`src/design/mbe_pkg.sv`:
```
// Shared types, widths and helpers for the Mandelbrot escape-time block.
// No dependencies; every other design file uses this package by scoped names.
package mbe_pkg;

  // Fixed-point format: signed Q4.28
  localparam int Q_W       = 32;
  localparam int FRAC_BITS = 28;
  localparam int COL_W     = 12;
  localparam int ITER_W    = 16;

  // Coordinate clamp limit
  localparam int MAX_COLUMNS = 4096;

  // Column times step product and its sum with min_re
  localparam int PROD_W = COL_W + 1 + Q_W;
  localparam int SUM_W  = PROD_W + 1;

  // Wide intermediate width used by the saturation helper
  localparam int SAT_W = 48;

  // Width of the per-step sums (squares after shift fit in 35 bits)
  localparam int ZW = 40;

  // Escape threshold 4.0
  localparam logic signed [ZW-1:0] FOUR = ZW'(64'sd4 <<< FRAC_BITS);

  // Configuration port
  localparam int CFG_IDX_W  = 2;
  localparam int CFG_DATA_W = 32;
  localparam logic [CFG_IDX_W-1:0] CFG_MIN_RE   = 2'd0;
  localparam logic [CFG_IDX_W-1:0] CFG_RE_STEP  = 2'd1;
  localparam logic [CFG_IDX_W-1:0] CFG_MAX_ITER = 2'd2;

  localparam logic signed [Q_W-1:0] MIN_RE_RST   = -32'sd536870912;
  localparam logic signed [Q_W-1:0] RE_STEP_RST  = 32'sd262144;
  localparam logic [ITER_W-1:0]     MAX_ITER_RST = 16'd255;

  // Queue between front and back
  localparam int Q_DEPTH = 2;
  localparam int Q_AW    = $clog2(Q_DEPTH);
  localparam int Q_CW    = $clog2(Q_DEPTH + 1);

  // One pixel ready for iteration
  typedef struct packed {
    logic signed [Q_W-1:0] c_re;
    logic signed [Q_W-1:0] c_imag;
    logic [COL_W-1:0]      column;
  } pixel_t;

  // Queue status
  typedef struct packed {
    logic [Q_CW-1:0] count;
  } q_status_t;

  // Back-end status
  typedef struct packed {
    logic busy;
  } bk_status_t;

  // Back-end states
  typedef enum logic [3:0] {
    BK_IDLE = 4'b0001,
    BK_MUL  = 4'b0010,
    BK_ADD  = 4'b0100,
    BK_DONE = 4'b1000
  } bk_state_e;

  // Saturate a wide signed value to the Q4.28 range
  function automatic logic signed [Q_W-1:0] sat_q(input logic signed [SAT_W-1:0] v);
    logic [SAT_W-Q_W:0] top;
    logic signed [Q_W-1:0] r;
    top = v[SAT_W-1:Q_W-1];
    if ((&top) || !(|top)) begin
      r = v[Q_W-1:0];
    end else if (v[SAT_W-1]) begin
      r = {1'b1, {(Q_W-1){1'b0}}};
    end else begin
      r = {1'b0, {(Q_W-1){1'b1}}};
    end
    return r;
  endfunction

endpackage

```
`src/design/mbe_queue.sv`:
```
// Short FIFO that decouples the coordinate front end from the iteration back end.
// Depends on mbe_pkg for the pixel type and depth.
module mbe_queue (
  input  logic                clk_i,
  input  logic                rst_ni,
  input  logic                push_valid_i,
  output logic                push_ready_o,
  input  mbe_pkg::pixel_t     push_data_i,
  output logic                pop_valid_o,
  input  logic                pop_ready_i,
  output mbe_pkg::pixel_t     pop_data_o,
  output mbe_pkg::q_status_t  status_o
);

  mbe_pkg::pixel_t            mem_q [mbe_pkg::Q_DEPTH];
  logic [mbe_pkg::Q_AW-1:0]   wr_ptr_q, wr_ptr_d, rd_ptr_q, rd_ptr_d;
  logic [mbe_pkg::Q_CW-1:0]   cnt_q, cnt_d;
  logic                       push, pop;

  assign push_ready_o = cnt_q != mbe_pkg::Q_CW'(mbe_pkg::Q_DEPTH);
  assign pop_valid_o  = cnt_q != '0;
  assign push = push_valid_i && push_ready_o;
  assign pop  = pop_valid_o && pop_ready_i;
  assign pop_data_o = mem_q[rd_ptr_q];
  assign status_o.count = cnt_q;

  // Pointer and count update, wrapping at the depth
  always_comb begin
    wr_ptr_d = wr_ptr_q;
    rd_ptr_d = rd_ptr_q;
    cnt_d    = cnt_q;
    if (push) begin
      wr_ptr_d = (wr_ptr_q == mbe_pkg::Q_AW'(mbe_pkg::Q_DEPTH - 1))
                 ? '0 : wr_ptr_q + 1'b1;
    end
    if (pop) begin
      rd_ptr_d = (rd_ptr_q == mbe_pkg::Q_AW'(mbe_pkg::Q_DEPTH - 1))
                 ? '0 : rd_ptr_q + 1'b1;
    end
    if (push && !pop) begin
      cnt_d = cnt_q + 1'b1;
    end else if (pop && !push) begin
      cnt_d = cnt_q - 1'b1;
    end
  end

  always_ff @(posedge clk_i or negedge rst_ni) begin
    if (!rst_ni) begin
      wr_ptr_q <= '0;
      rd_ptr_q <= '0;
      cnt_q    <= '0;
    end else begin
      wr_ptr_q <= wr_ptr_d;
      rd_ptr_q <= rd_ptr_d;
      cnt_q    <= cnt_d;
    end
  end

  // Storage
  always_ff @(posedge clk_i) begin
    if (push) begin
      mem_q[wr_ptr_q] <= push_data_i;
    end
  end

endmodule

```
`config.mk`:
```
export PLATFORM = sky130hd
export DESIGN_NAME = mbe_queue
export DESIGN_NICKNAME = d
export VERILOG_FILES = /design/src/design/mbe_pkg.sv /design/src/design/mbe_queue.sv
export SDC_FILE = /design/constraint.sdc
export NUM_CORES = 1
export LEC_CHECK = 0
export ABC_AREA = 1
export BUFFER_PORTS_ARGS = -buffer_cell sky130_fd_sc_hd__buf_4
export CORE_ASPECT_RATIO = 1.5
export CORE_MARGIN = 2
export CORE_UTILIZATION = 45
export CTS_BUF_LIST = sky130_fd_sc_hd__clkbuf_8 sky130_fd_sc_hd__clkbuf_16
export DETAILED_ROUTE_END_ITERATION = 16
export PLACE_DENSITY = 0.72
export SLEW_MARGIN = 10
export SYNTH_ARGS = -nofsm -noshare
export SYNTH_HDL_FRONTEND = slang
export SYNTH_SLANG_ARGS = --single-unit
```
`constraint.sdc`:
```
create_clock -name clk_i -period 5 [get_ports clk_i]
set_clock_uncertainty 0.2 [all_clocks]
set_input_delay 1 -clock clk_i [delete_from_list [all_inputs] [get_ports clk_i]]
set_output_delay 1 -clock clk_i [all_outputs]
set_load 0.005 [all_outputs]
```
Yosys cells after proc, flatten, opt, wreduce, memory -nomap -nowiden
Memories as Yosys holds them, arrays and structs flattened.
Index checks and enable logic that the tools add are counted.
- reduce and logical (&&, ||, !) cells: 8
- muxes and demuxes: 6
- $add $sub $neg: 4
- equal/unequal tests: 1
- operators with widths (operator ; number):
    $logic_and 1x1->1 ; 4
    $mux 1 ; 4
    $mux 2 ; 2
    $reduce_bool 2->1 ; 2
    $add 1x1->1 const B ; 2
    $add 2x1->2 const B ; 1
    $logic_not 1->1 ; 2
    $ne 2x2->1 const B ; 1
    $sub 2x1->2 const B ; 1
- bits of input ports: 80
- output and inout port bits: 80
- memories kept: 1
- memory bits (writable): 152
- register bits after elaboration: 4
- memory list (memory ; words ; bits a word ; read ports ; clocked after Yosys merged registers in ; write ports ; line ; source):
    mem_q ; 2 ; 76 ; 1 ; 0 ; 1 ; mbe_queue.sv:15 ; mbe_pkg::pixel_t mem_q [mbe_pkg::Q_DEPTH];

Longest topological paths before layout
- depth in word-level cells: 6
- mapped depth: 10
- depth with buffers taken out: 10

Worst setup path after synthesis
No wires, ideal clock.
- path kind: input -> register
- start: in push_valid_i
- end: mem mem_q[0][0] (netlist name), enable pin
- setup slack: 0.009 ns
- data required time: 4.289 ns
- stages on the path: 2
- arrival time: 4.280 ns
- cell sequence: nand2_1 > nor2_1
- longest elaborated chain between the ends: 3
- ends and longest elaborated chain (element ; line ; source):
    start: declaration ; mbe_queue.sv:6 ; input logic push_valid_i,
    $logic_and 1x1->1 ; mbe_queue.sv:22 ; assign push = push_valid_i && push_ready_o;
    $mux 1 ; mbe_queue.sv:61 ; if (push) begin
    $mux 1 (implied by the code) ; mbe_queue.sv:62 ; mem_q[wr_ptr_q] <= push_data_i;
    end: declaration ; mbe_queue.sv:15 ;
No other way between the ends.

==> metrics <==
Pre-antenna DRT Iters 5; multi-input logic area 962.2 sq um; Cell Rows 50; die area 13750 sq um; hpwl dp 7.384 mm; mux cell area share after synthesis 0; layout cells sized above 1 0.3201; crit-path leading delay family buffers and inverters; Worst Path Buf+Inv 2; YS warnings 0; Clk Latency, worst-skew pair 400 ps; largest net degree at the start of global routing 78; Slowest-stage cell, CP buf_4; worst path arrival time 1840 ps; CTS H-tree lvls 4; met1 usage 0.1910; overall routing resource usage 0.1695; ANT cells 0; number of global-route vias before repair 3486; critical path launch point rd_ptr_q; core footprint 12510 sq um; Post-synth top cells 238 x nand2_1, 152 x edfxtp_1, 9 x buf_2; worst-path cell chain buf_4 > nand2_1 > nand2_1 > buf_4; I/O pin count 160; Async S/R FF share, synth 0.02564; cell with the most instances after synthesis nand2_1; die span in x 96.41 um; Max Freq 0.3287 GHz; GRT met3 Usage 0.04960; number of fill cells 995; Area Overhead vs Synth 33.28%; FF-to-FF setup slack 2490 ps; worst IR drop on VDD 405.4 uV; DRT Wirelength 11.63 mm; Clock Root Buffer clkbuf_16; min cycle time layout 3042 ps; GR peak layer met2; Crit path required time 3800 ps; status completed; clock sinks 156; DR iter-0 viols 184; library cells used by synthesis 14; cell area after synthesis 5764 sq um; number of synthesized register bits 156; Crit. End Element output pin; met2 Use GR 0.2971; post-synth top area share 0.7918; Mapped Nets 507; drt drc 0; Mapped Cells 426; TritonCTS clock tree yes; CTS clk-pin slew, worst paths 50 ps; Post-synth EDFFs 152; clock buffer depth 2; Worst slew margin 0.3114; Placer Congestion 0.7465; Hold Buf Count CTS 0; global-route wire length before repair 17.02 mm; adder-cell share of the synthesized area 0.002171; post-CTS sizing 0; Period Utilization, post-route 0.6085; setup repair bufs after CTS 0; post-synthesis simple-gate area fraction 0.1591; starting density of the core 0.4607; number of buffers created by CTS 17; vias 3641; RSZ-0062 raised after global routing false; cell taking the most area after synthesis edfxtp_1; Pleak 3.316 nW; sequential area share after synthesis 0.8092; post-synthesis xor/xnor area fraction 0.003039; antenna violations before repair 0; syn_area_per_cell 13.53 sq um; worst-path fanout max 77; ys flop type edfxtp_1; drt wl/cell 15.32 um; FF+latch area 4666 sq um; worst hold margin 186.1 ps; Area contributors post-synth edfxtp_1 79%, nand2_1 15%, dfrtp_1 1.7%; max_cap viols 0; Final Hold Vio Count 0; worst min path class in -> async; CP Class reg -> out; Die H 142.6 um; global route overflow 0; ANT nets after route 0; Max Slew Vio Count 0; vias per cell 4.797; reg2reg path depth 5; largest family of logic cells by synthesized area simple AND/OR/NAND/NOR gates; r2r startpoint status_o[0]; Compound-Gate Fraction of Synth Area 0; Worst-Margin Slew 1030 ps; setup tns final 0 ps; final setup violation count 0; Pwr per Cell Area 591.9 nW/um^2; fin nets 671; Port Buffer Count 159; max incr delay on CP 650 ps; critical path depth 4; Startpoint Class register
==> flip-flops by register name, summed over array words and instances (netlist names) <==
name,count
mem_q,152
wr_ptr_q,1
rd_ptr_q,1
status_o,2
==> routing by layer <==
metal | routed length, um | vias to the layer above
met2 | 6458 | 117
met3 | 572 | 13
met4 | 208 | 0
met1 | 4386 | 1758
met5 | 0 | -
li1 | - | 1753
==> cells by family (layout without fill, tap and decap cells) <==
logic type               after synthesis  count (layout)
buffers and inverters                 24             201
XOR/XNOR                               2               2
flip-flops                           156             156
AND/OR/NAND/NOR                      243             243
adder cells (fa/ha/maj)                1               1
==> layout by cell type (no fill, tap or decap) <==
cell type	synthesis	layout
xor2_1	1	1
nand4_1	1	1
clkbuf_16	0	17
clkinv_2	0	4
nand3_1	2	2
edfxtp_1	152	152
clkbuf_8	0	2
inv_4	1	1
ha_1	1	1
nor2_4	0	2
buf_12	0	2
bufinv_16	0	3
dfrtp_1	4	3
dfrtp_2	0	1
xnor2_1	1	1
inv_1	6	11
clkinvlp_4	0	1
nand2_1	238	238
buf_4	3	160
==> worst paths after layout <==
path,endpoint
worst max-delay path,pop_data_o[30]
worst min-delay path,status_o[1]
worst max register to register,mem_q[1][70]
worst min register to register,status_o[0]
max in group asynchronous,rd_ptr_q
min in group clk_i,status_o[0]
==> power breakdown <==
| part | internal, mW | switching, mW |
|---|---|---|
| combinational | 0.621 | 0.806 |
| clock | 0.799 | 0.456 |
| sequential | 1.79 | 0.0760 |
==> stage by stage <==
step             util  cells  total power, mW  area (sq um)  worst slack [ps]
6_report       0.6140    759            4.547          7682              1958
5_1_grt        0.6140    759            4.804          7682              1785
4_1_cts        0.6140    759            4.603          7682              1896
3_5_place_dp   0.5669    727            3.350          7093              1973
3_3_place_gp   0.5669    727            3.300          7093              2033
2_1_floorplan       -    426            2.623          5764             9.377
==> area by class of cell <==
cell class,count,area share
multi-input cells,246,0.1252
clock inverters,13,0.01775
inverters,7,0.003746
clock buffers,19,0.05896
well taps,156,0.02541
repair buffers,162,0.1616
flip-flops and latches,156,0.6073
==> worst reg2reg max path: stages (launching register included) <==
cell,delay [ps]
dfrtp_1,410
inv_1,100
nand2_1,90
nand2_1,180
nor2_4,830
buf_12,350
Note: power is estimated with default switching activity, not from simulation.
