**src/design/mbe_pkg.sv**
```systemverilog
// Shared types, widths and helpers for the Mandelbrot escape-time block.
// No dependencies; every other design file uses this package by scoped names.
package mbe_pkg;

  // Fixed-point format: signed Q4.28
  localparam int Q_W       = 32;
  localparam int FRAC_BITS = 28;
  localparam int COL_W     = 12;
  localparam int ITER_W    = 16;

  // Coordinate clamp limit
  localparam int MAX_COLUMNS = 4096;

  // Column times step product and its sum with min_re
  localparam int PROD_W = COL_W + 1 + Q_W;
  localparam int SUM_W  = PROD_W + 1;

  // Wide intermediate width used by the saturation helper
  localparam int SAT_W = 48;

  // Width of the per-step sums (squares after shift fit in 35 bits)
  localparam int ZW = 40;

  // Escape threshold 4.0
  localparam logic signed [ZW-1:0] FOUR = ZW'(64'sd4 <<< FRAC_BITS);

  // Configuration port
  localparam int CFG_IDX_W  = 2;
  localparam int CFG_DATA_W = 32;
  localparam logic [CFG_IDX_W-1:0] CFG_MIN_RE   = 2'd0;
  localparam logic [CFG_IDX_W-1:0] CFG_RE_STEP  = 2'd1;
  localparam logic [CFG_IDX_W-1:0] CFG_MAX_ITER = 2'd2;

  localparam logic signed [Q_W-1:0] MIN_RE_RST   = -32'sd536870912;
  localparam logic signed [Q_W-1:0] RE_STEP_RST  = 32'sd262144;
  localparam logic [ITER_W-1:0]     MAX_ITER_RST = 16'd255;

  // Queue between front and back
  localparam int Q_DEPTH = 2;
  localparam int Q_AW    = $clog2(Q_DEPTH);
  localparam int Q_CW    = $clog2(Q_DEPTH + 1);

  // One pixel ready for iteration
  typedef struct packed {
    logic signed [Q_W-1:0] c_re;
    logic signed [Q_W-1:0] c_imag;
    logic [COL_W-1:0]      column;
  } pixel_t;

  // Queue status
  typedef struct packed {
    logic [Q_CW-1:0] count;
  } q_status_t;

  // Back-end status
  typedef struct packed {
    logic busy;
  } bk_status_t;

  // Back-end states
  typedef enum logic [3:0] {
    BK_IDLE = 4'b0001,
    BK_MUL  = 4'b0010,
    BK_ADD  = 4'b0100,
    BK_DONE = 4'b1000
  } bk_state_e;

  // Saturate a wide signed value to the Q4.28 range
  function automatic logic signed [Q_W-1:0] sat_q(input logic signed [SAT_W-1:0] v);
    logic [SAT_W-Q_W:0] top;
    logic signed [Q_W-1:0] r;
    top = v[SAT_W-1:Q_W-1];
    if ((&top) || !(|top)) begin
      r = v[Q_W-1:0];
    end else if (v[SAT_W-1]) begin
      r = {1'b1, {(Q_W-1){1'b0}}};
    end else begin
      r = {1'b0, {(Q_W-1){1'b1}}};
    end
    return r;
  endfunction

endpackage

```
**src/design/mbe_in_if.sv**
```systemverilog
// Input channel of the Mandelbrot escape-time block: one pixel request per item.
// Depends on mbe_pkg for field widths.
interface mbe_in_if;
  logic                           valid;
  logic                           ready;
  logic signed [mbe_pkg::Q_W-1:0] c_imag;
  logic [mbe_pkg::COL_W-1:0]      column;

  modport source(output valid, output c_imag, output column, input ready);
  modport sink(input valid, input c_imag, input column, output ready);
endinterface

```
**src/design/mbe_front.sv**
```systemverilog
// Front end: accepts items and forms the real coordinate min_re + column * re_step.
// Two-stage valid/ready pipeline; depends on mbe_pkg and mbe_in_if.
module mbe_front (
  input  logic                           clk_i,
  input  logic                           rst_ni,
  mbe_in_if.sink                         in_if,
  input  logic signed [mbe_pkg::Q_W-1:0] min_re_i,
  input  logic signed [mbe_pkg::Q_W-1:0] re_step_i,
  output logic                           pix_valid_o,
  input  logic                           pix_ready_i,
  output mbe_pkg::pixel_t                pix_o
);

  logic                                 s1_valid_q, s1_valid_d;
  logic signed [mbe_pkg::PROD_W-1:0]    s1_prod_q;
  logic signed [mbe_pkg::Q_W-1:0]       s1_im_q;
  logic [mbe_pkg::COL_W-1:0]            s1_col_q;
  logic                                 s2_valid_q, s2_valid_d;
  mbe_pkg::pixel_t                      s2_pix_q;
  logic                                 s1_free, s2_free, in_take, s1_move;
  logic [mbe_pkg::COL_W:0]              col_ext;
  logic [mbe_pkg::COL_W-1:0]            col_eff;
  logic signed [mbe_pkg::PROD_W-1:0]    prod;
  logic signed [mbe_pkg::SUM_W-1:0]     sum;

  // Pipeline flow control
  assign s2_free  = !s2_valid_q || pix_ready_i;
  assign s1_free  = !s1_valid_q || s2_free;
  assign in_if.ready = s1_free;
  assign in_take  = in_if.valid && s1_free;
  assign s1_move  = s1_valid_q && s2_free;

  // Column clamp and product with the step
  assign col_ext = {1'b0, in_if.column};
  assign col_eff = (col_ext >= (mbe_pkg::COL_W + 1)'(mbe_pkg::MAX_COLUMNS))
                   ? mbe_pkg::COL_W'(mbe_pkg::MAX_COLUMNS - 1) : in_if.column;
  assign prod    = $signed({1'b0, col_eff}) * re_step_i;

  // Add the origin; saturation happens on the way into stage 2
  assign sum = mbe_pkg::SUM_W'(min_re_i) + mbe_pkg::SUM_W'(s1_prod_q);

  always_comb begin
    s1_valid_d = s1_valid_q;
    s2_valid_d = s2_valid_q;
    if (s1_free) begin
      s1_valid_d = in_if.valid;
    end
    if (s2_free) begin
      s2_valid_d = s1_valid_q;
    end
  end

  // Valid bits
  always_ff @(posedge clk_i or negedge rst_ni) begin
    if (!rst_ni) begin
      s1_valid_q <= 1'b0;
      s2_valid_q <= 1'b0;
    end else begin
      s1_valid_q <= s1_valid_d;
      s2_valid_q <= s2_valid_d;
    end
  end

  // Payload
  always_ff @(posedge clk_i) begin
    if (in_take) begin
      s1_prod_q <= prod;
      s1_im_q   <= in_if.c_imag;
      s1_col_q  <= in_if.column;
    end
    if (s1_move) begin
      s2_pix_q.c_re   <= mbe_pkg::sat_q(mbe_pkg::SAT_W'(sum));
      s2_pix_q.c_imag <= s1_im_q;
      s2_pix_q.column <= s1_col_q;
    end
  end

  assign pix_valid_o = s2_valid_q;
  assign pix_o       = s2_pix_q;

endmodule

```
**src/flat_wrapper.sv**
```systemverilog
// flat-port wrapper written by rule: the top's interface ports become plain ports
module mbe_front_flat 
  (clk_i, rst_ni, min_re_i, re_step_i, pix_valid_o, pix_ready_i, pix_o, in_if_valid, in_if_c_imag, in_if_column, in_if_ready);
  mbe_in_if in_if_i ();
  input  logic clk_i;
  input  logic rst_ni;
  input  logic signed [mbe_pkg::Q_W-1:0] min_re_i;
  input  logic signed [mbe_pkg::Q_W-1:0] re_step_i;
  output logic pix_valid_o;
  input  logic pix_ready_i;
  output mbe_pkg::pixel_t pix_o;
  input wire logic [$bits(in_if_i.valid)-1:0] in_if_valid;
  input wire logic [$bits(in_if_i.c_imag)-1:0] in_if_c_imag;
  input wire logic [$bits(in_if_i.column)-1:0] in_if_column;
  output wire logic [$bits(in_if_i.ready)-1:0] in_if_ready;
  assign in_if_i.valid = in_if_valid;
  assign in_if_i.c_imag = in_if_c_imag;
  assign in_if_i.column = in_if_column;
  assign in_if_ready = in_if_i.ready;
  mbe_front u_core (.clk_i(clk_i), .rst_ni(rst_ni), .in_if(in_if_i), .min_re_i(min_re_i), .re_step_i(re_step_i), .pix_valid_o(pix_valid_o), .pix_ready_i(pix_ready_i), .pix_o(pix_o));
endmodule
```
**config.mk**
```make
export PLATFORM = sky130hd
export DESIGN_NAME = mbe_front_flat
export DESIGN_NICKNAME = d
export VERILOG_FILES = /design/src/design/mbe_pkg.sv /design/src/design/mbe_in_if.sv /design/src/design/mbe_front.sv /design/src/flat_wrapper.sv
export SDC_FILE = /design/constraint.sdc
export NUM_CORES = 1
export LEC_CHECK = 0
export ABC_AREA = 1
export BUFFER_PORTS_ARGS = -buffer_cell sky130_fd_sc_hd__buf_2
export CAP_MARGIN = 0
export CORE_MARGIN = 5
export CORE_UTILIZATION = 60
export CTS_BUF_LIST = sky130_fd_sc_hd__clkbuf_8
export DETAILED_ROUTE_END_ITERATION = 7
export PLACE_DENSITY = 0.8
export SLEW_MARGIN = 10
export SYNTH_ARGS = -nofsm -noshare
export SYNTH_HDL_FRONTEND = slang
export SYNTH_SLANG_ARGS = --single-unit
```
**constraint.sdc**
```tcl
create_clock -name clk_i -period 12.1 [get_ports clk_i]
set_input_delay 1.815 -clock clk_i [delete_from_list [all_inputs] [get_ports clk_i]]
set_output_delay 1.815 -clock clk_i [all_outputs]
set_load 0.02 [all_outputs]
```
* Word level (Yosys, flattened, before mapping)
Index checks and enable logic that the tools add are counted.
** Storage, ports and cells
- Register bits :: 167
- Output and inout bits :: 78
** Cells by class
- Add/subtract/negate cells :: 1
- $mul :: 1
- Magnitude comparators :: 1
- Mux-type cells :: 3
- Reduce and logical (&&, ||, !) cells :: 10
** Operator list (number)
- $mux 32 :: 2
- $add 32x45->46 :: 1
- $mul 13x32->45 :: 1
- $reduce_and 15->1 :: 1
- $reduce_or 15->1 :: 1
- $ge 12x13->1 const B :: 1
- $mux 12 :: 1
- $logic_not 1->1 :: 3
- $logic_or 1x1->1 :: 3
- $logic_and 1x1->1 :: 2

* Logic depth before layout (Yosys ltp)
Gate-level depths: netlist of the first run.
- Word-level depth :: 5
- Depth in mapped cells :: 24
- Mapped depth without buffers :: 23

* Least setup slack after synthesis of the first run
No wires, ideal clock.
- Kind :: input -> register
- From :: input port re_step_i[7] (netlist bit)
- To :: register u_core.s1_prod_q[31] (netlist bit), data pin
- Setup time :: 258 ps
- Data arrival time :: 6341 ps
- Required time :: 11842 ps
- Setup slack :: 5501 ps
- Stages on the path :: 21
- Path buffers :: 1
- Cell sequence :: clkbuf_1 > nand2_1 > inv_1 > fa_1 > inv_1 > fa_1 > inv_1 > fa_1 > inv_1 > fa_1 > fa_1 > inv_1 > ha_1 > nand2_1 > inv_1 > a21oi_1 > o21ai_0 > a21boi_0 > o21ai_0 > a31oi_1 > xnor2_1
** Between the ends
- Word-level cells in the longest chain between the ends :: 1
** Ends and longest elaborated chain
- start, declared :: line flat_wrapper.sv:8 : input logic signed [mbe_pkg::Q_W-1:0] re_step_i;
- $mul 13x32->45 :: line mbe_front.sv:37 : assign prod = $signed({1'b0, col_eff}) * re_step_i;
- net u_core.prod, one bit :: line mbe_front.sv:23 : logic signed [mbe_pkg::PROD_W-1:0] prod;
- end signal, assigned :: line mbe_front.sv:67 : s1_prod_q <= prod;
- end, declared :: line mbe_front.sv:15 : logic signed [mbe_pkg::PROD_W-1:0] s1_prod_q;
The timed path passes the listed nets, and every way through them passes these cells.
A chain may end at the register's enable or synchronous reset.

* Worst setup path after layout of the first run
- From :: input port in_if_column[1]
- To :: register u_core.s1_prod_q[38] (netlist bit), data pin
** Between the ends
- Word-level cells in the longest chain between the ends :: 3
** Ends and longest elaborated chain
- start, declared :: line flat_wrapper.sv:14 : input wire logic [$bits(in_if_i.column)-1:0] in_if_column;
- $ge 12x13->1 :: line mbe_front.sv:35 : assign col_eff = (col_ext >= (mbe_pkg::COL_W + 1)'(mbe_pkg::MAX_COLUMNS))
- $mux 12 (*) :: line mbe_front.sv:36 : ? mbe_pkg::COL_W'(mbe_pkg::MAX_COLUMNS - 1) : in_if.column;
- $mul 13x32->45 (*) :: line mbe_front.sv:37
- net u_core.prod, one bit :: line mbe_front.sv:23
The timed path passes the listed nets; every way through them passes the cells marked *.

==> run metrics, run 1 <==
largest net degree at the start of global routing=77; reg2reg setup slack=approximately 9 ns; worst-path fanout max=33; Die Y=206 microns; TritonRoute pass-1 iters=6; r2r endpoint=u_core.pix_o[53]; CP max stage cell=fa_1; stages on the worst setup path=18; post-synth top area share=29.3%; DRC viols=0; total gr overflow=0; Post-synth ARST share=1.20%; crit-path max cell delay=about 0.62 ns; CTS max path bufs=2; share of layout cells above drive strength 1=8.11%; Mapped Cells=2,947; CTS Sinks=about 170; post-synthesis net count=between 3,000 and 4,000; die footprint=between 40,000 and 50,000 sq um; RR Startpoint=u_core.s1_prod_q[0]; Setup TNS=0 ns; H-tree lvl count=4; top_reg_cell synth=edfxtp_1; RSZ-0062 raised after global routing=no; Clock Pin Slew Worst Setup and Hold Paths=roughly 0.090 ns; library cells used by synthesis=40; most frequent cell after synthesis=nand2_1; HP Start=u_core.s1_im_q[28]; number of synthesized flops with an enable pin=roughly 170; post-CTS sizing=0; # setup viols final=0; synth-to-layout area growth=7.45%; WL final=roughly 57,000 microns; fin crit share=approximately three fifths; crit-path leading delay family=adder cells; Final ANT Viol Nets=0; Fin. Hold Viols=0; clk_skew=between 0.01 and 0.015 ns; reg2reg path depth=17; WP buf/inv=4; WL/cell=approximately 16 microns; # hold bufs at CTS=0; overall die width=around 210 microns; synthesized area=between 20,000 and 25,000 sq um; ordered list of cells on the worst path=buf_2 -> nand2_1 -> fa_1 -> fa_1 -> fa_1 -> inv_1 -> fa_1 -> inv_1 -> fa_1 -> inv_1 -> ha_1 -> nand2_1 -> nor2_1 -> nand2_1 -> nor4_1 -> nand4_1 -> o2111ai_1 -> xor2_1; initial antenna violation count=0; number of I/O pins=190; Post-DP HPWL=47,700 microns; pins over their slew limit=0; postcts setup bufs=0; flops & latches, synth=about 170; First DRT Iteration DRCs=1,216; dominant cell type by area after synthesis=fa_1; sequential-to-total area share from yosys stat=a little over a fifth; first-pass GRT wire length=about 94,000 microns; Synthesis Warnings=0; worst min-delay path class=reg -> reg; clock tree from TritonCTS=yes; cts bufs inserted=17; Area contributors post-synth=fa_1 29%, edfxtp_1 21%, nand2_1 15%; RePlAce Congestion=roughly 1; clk root buf=clkbuf_8; core footprint=roughly 38,000 sq um; Worst Path Arrival=7.63 ns; Worst path most repeated cell=fa_1; filler cell count=roughly 3,400; status=finished clean; number of global-route vias before repair=19,500; Max Freq=~0.14 GHz; Final nets=between 3,000 and 4,000; Vias/cell=about 5; number of port buffers=189; Tot GR Track Use=~28%; required time worst endpoint=approximately 12 ns; CP Capture Type=flip-flop; CP startpoint=in_if_column[1]; syn avg cell area=7.86 sq um; min Tclk post-route=~7.4 ns; Setup CP Type=in -> reg; latest clock arrival within the worst-skew pair=a little over 0.5 ns; Initial Util=about three fifths; via count of the routed design=around 19,000; Commonest cells post-synth=895 x nand2_1, 850 x inv_1, 339 x fa_1; crit path launch type=primary input; worst relative slew slack=35.9%; Worst-Margin Slew=between 0.9 and 1 ns; ant diodes=0; Max-Cap Viols=0; Critical Path End=u_core.s1_prod_q[38]; site row count=between 70 and 80
registers in the layout, summed over array words and instances, names as in the netlist:
name / flops
u_core.s1_valid_q: 1
u_core.s1_im_q: 32
u_core.pix_o: 76
u_core.s1_prod_q: 45
u_core.s1_col_q: 12
u_core.pix_valid_o: 1
metrics by stage:
step                      hold WS (ns)  std cells  setup WS (ns)  cell area, sq um  util [%]
after detailed placement         0.405       3582           4.17             24500      63.8
after floorplan                  0.400       2947           5.50             23200         -
after global placement           0.400       3582           4.29             24500      63.8
after global routing             0.429       3614           4.47             24900      64.8
final                            0.425       3614           4.71             24900      64.8
after CTS                        0.428       3614           4.72             24900      64.8
layout by cell type, fill, tap and decap left out, types with 3 or more instances in the layout:
cell,count
buf_2,189
inv_1,849
nand2_1,895
clkbuf_8,17
nand3b_1,3
a21o_1,6
nand3_2,6
a21oi_1,79
ha_1,144
nor2_2,11
xnor2_1,25
nand4_1,13
o21a_1,3
a31oi_1,20
nor3_1,6
a21boi_0,4
nand2_2,4
o21bai_1,8
nand3_1,55
edfxtp_1,165
nor2_1,131
nor4_1,5
o21ai_0,34
xor2_1,50
fa_1,339
inv_8,6
per-layer routing:
metal | wire length (microns) | global-route usage (%) | part of all wire, %
met5 | 0 | 0 | 0
met4 | 1790 | 9.65 | 3.2
met3 | 3880 | 4.08 | 6.8
met2 | 27300 | 47.4 | 48
met1 | 23700 | 36.7 | 42
cell families (layout without fill, tap and decap cells):
| logic type | Yosys count | in the layout | share of synthesized area [%] |
|---|---|---|---|
| simple gates | 1136 | 1136 | 19.4 |
| flops | 167 | 167 | 21.6 |
| compound gates | 161 | 161 | 3.91 |
| buf+inv | 925 | 1074 | 15.1 |
| xor+xnor | 75 | 75 | 2.84 |
| fa+ha+maj | 483 | 483 | 37.1 |
worst min-delay path by stage:
| stage | to | slack (ns) | depth (start not counted) |
|---|---|---|---|
| 3_3_place_gp | u_core.pix_o[17] | 0.40 | 0 |
| 4_1_cts | u_core.pix_o[40] | 0.43 | 0 |
| 2_1_floorplan | u_core.pix_o[0] | 0.40 | 0 |
| 5_1_grt | u_core.pix_o[20] | 0.43 | 0 |
| 6_report | u_core.pix_o[40] | 0.43 | 0 |
| 3_5_place_dp | u_core.pix_o[11] | 0.40 | 0 |
layout make-up:
| type | instances | area [sq um] | area share [%] |
|---|---|---|---|
| Clock inverter | 15 | 180 | 0.724 |
| Inverter | 851 | 3200 | 12.8 |
| Sequential cell | 167 | 5000 | 20.1 |
| Clock buffer | 17 | 234 | 0.940 |
| Tap cell | 518 | 648 | 2.60 |
| Timing Repair Buffer | 191 | 961 | 3.86 |
| Multi-Input combinational cell | 1855 | 14700 | 58.9 |
Power of run 1 is left out: the tool's default activity adds up to more than one toggle a clock period on the data nets, which glitch-free logic cannot reach.
==> run 2, diff against run 1 <==
clock period = 6.9 ns   (was 12.1 ns; I/O delays follow)
==> run metrics, run 2 (synthesis results as in run 1) <==
synth-to-layout area growth=8.07%; Final ANT Viol Nets=0 (unchanged); clock tree from TritonCTS=yes; number of I/O pins=190 (unchanged); via count of the routed design=18,600 (+0.32%); DRC viols=0 (unchanged); crit path launch type=primary input; share of layout cells above drive strength 1=8.43% (+0.33 points); worst-path fanout max=28 (-15%); RSZ-0062 raised after global routing=no; ordered list of cells on the worst path=buf_2 -> buf_12 -> nand2_1 -> inv_1 -> fa_1 -> inv_1 -> fa_1 -> inv_1 -> fa_1 -> inv_1 -> fa_1 -> fa_1 -> inv_1 -> ha_1 -> nand2_1 -> inv_1 -> a21oi_1 -> o21ai_0 -> a21boi_0 -> o21ai_0 -> a31oi_1 -> xnor2_1; status=finished clean; met3 Usage GRT=3.99% (-0.094 points); Setup CP Type=in -> reg; die footprint=42,600 sq um (unchanged); # hold bufs at CTS=0 (unchanged); largest net degree at the start of global routing=77 (unchanged); min Tclk post-route=between 6 and 7 ns; busiest layer in global routing=met2; Vias/cell=5.14 (about the same); Worst Path Arrival=6.68 ns (-0.95 ns); number of global-route vias before repair=19,700 (+1.2%); Worst path most repeated cell=inv_1; commonest non-fill, non-tap cell in the layout=nand2_1; WP buf/inv=8 (+4); crit-path leading delay family=adder cells; First DRT Iteration DRCs=1,336 (+9.9%); cts bufs inserted=17 (unchanged); postcts setup bufs=0 (unchanged); Max Freq=approximately 0.16 GHz; Tot GR Track Use=28.0% (+0.15 points); first-pass GRT wire length=95,000 microns (+0.70%); CTS max path bufs=2 (unchanged); commonest non-fill, non-tap cells in the layout=895 x nand2_1, 849 x inv_1, 339 x fa_1; pins over their slew limit=0 (unchanged); Place WS=-0.0116 ns (-4.19 ns); TritonRoute pass-1 iters=6 (unchanged); worst relative slew slack=37.5% (+1.7 points); Final nets=3,689 (+0.30%); required time worst endpoint=7.16 ns (-5.18 ns); H-tree lvl count=4 (unchanged); number of port buffers=189 (unchanged); clk root buf=clkbuf_8; fin crit share=between 90 and 100%; overall die width=206 microns (unchanged); met2 Track Usage GR=48.6% (+1.2 points); CTS Sinks=167 (unchanged); WL final=57,000 microns (+0.64%); worst min-delay path class=in -> async; Initial Util=60.4% (unchanged); CP max stage cell=o21ai_0; WL/cell=15.7 microns (+0.34%); initial antenna violation count=0 (unchanged); crit-path max cell delay=0.61 ns (about the same); Post-DP HPWL=47,800 microns (+0.31%); total gr overflow=0 (unchanged); Clock Pin Slew Worst Setup and Hold Paths=0.11 ns (+0.02 ns); Fin. Hold Viols=0 (unchanged); Worst-Margin Slew=0.937 ns (-0.0251 ns); # setup viols final=0 (unchanged); latest clock arrival within the worst-skew pair=0.51 ns (about the same); site row count=72 (unchanged); Setup WS post-layout=0.482 ns (-4.23 ns); Die Y=206 microns (unchanged); hold slack final=0.282 ns (-0.143 ns); CP Capture Type=flip-flop; Max-Cap Viols=0 (unchanged); ant diodes=0 (unchanged); RePlAce Congestion=0.993 (+1.1%); clk_skew=0.0223 ns (+0.0100 ns); met1 GRT Util=36.6% (-0.13 points); post-CTS sizing=0 (unchanged); core footprint=38,400 sq um (unchanged); number of flip-flops in the largest register=76 (unchanged)
## run 2: changes by cell type in the layout (fill, tap and decap cells not counted)
cell / before / now
inv_6: 2 / 4
clkinv_8: 2 / 5
inv_8: 6 / 4
buf_4: 2 / 8
buf_12: 0 / 5
bufinv_16: 1 / 0
clkinvlp_4: 2 / 0
## run 2: final timing paths
path	startpoint	cells after the start	end	slack (ns)
worst max-delay path	in_if_column[1]	22	u_core.s1_prod_q[31]	0.48
worst max register to register	u_core.s1_prod_q[14]	17	u_core.pix_o[49]	3.67
worst min-delay path	rst_ni	1	u_core.pix_valid_o	0.28
max in group asynchronous	rst_ni	1	u_core.s1_valid_q	6.52
min in group clk_i	u_core.s1_im_q[5]	0	u_core.pix_o[17]	0.43
worst min register to register	u_core.s1_im_q[5]	0	u_core.pix_o[17]	0.43
## run 2: cell type report
class / instances / area [sq um]
multi-input combinational: 1855 / 14700
clock inverter: 15 / 179
tap: 518 / 648
clock buffer: 17 / 234
fill: 3340 / 13300
timing repair buffer: 202 / 1110
sequential: 167 / 5000
inverter: 851 / 3200
## run 2: stage by stage
step / setup TNS (ns) / area, sq um / utilization (%) / instances
after CTS: 0 / 25000 / 65.2 / 3625
after global routing: 0 / 25000 / 65.2 / 3625
after floorplan: 0 / 23200 / - / 2947
after detailed placement: -0.0116 / 24600 / 64.1 / 3593
after global placement: 0 / 24600 / 64.1 / 3593
final: 0 / 25000 / 65.2 / 3625
## run 2: routing by layer
metal / vias up / routed length (microns)
li1: 8868 / -
met1: 8900 / 23200
met2: 746 / 27900
met3: 134 / 4390
met4: 0 / 1540
met5: - / 0
## run 2: worst register-to-register path, cell delays in order, from the launching register on
cell and delay (ns):
edfxtp_1 0.42, ha_1 0.39, nand2_1 0.14, nor2_2 0.17, inv_1 0.09, nor2_4 0.17, nand4_1 0.12, nand3_1 0.21
nand2_1 0.16, nand2_1 0.12, nand2_1 0.05, nand2_1 0.08, nor2_1 0.05, nand2_1 0.05, nor2_1 0.04, nand2_1 0.13
nand3_2 0.45, nand2_1 0.24
Power of run 2 is left out for the same reason.
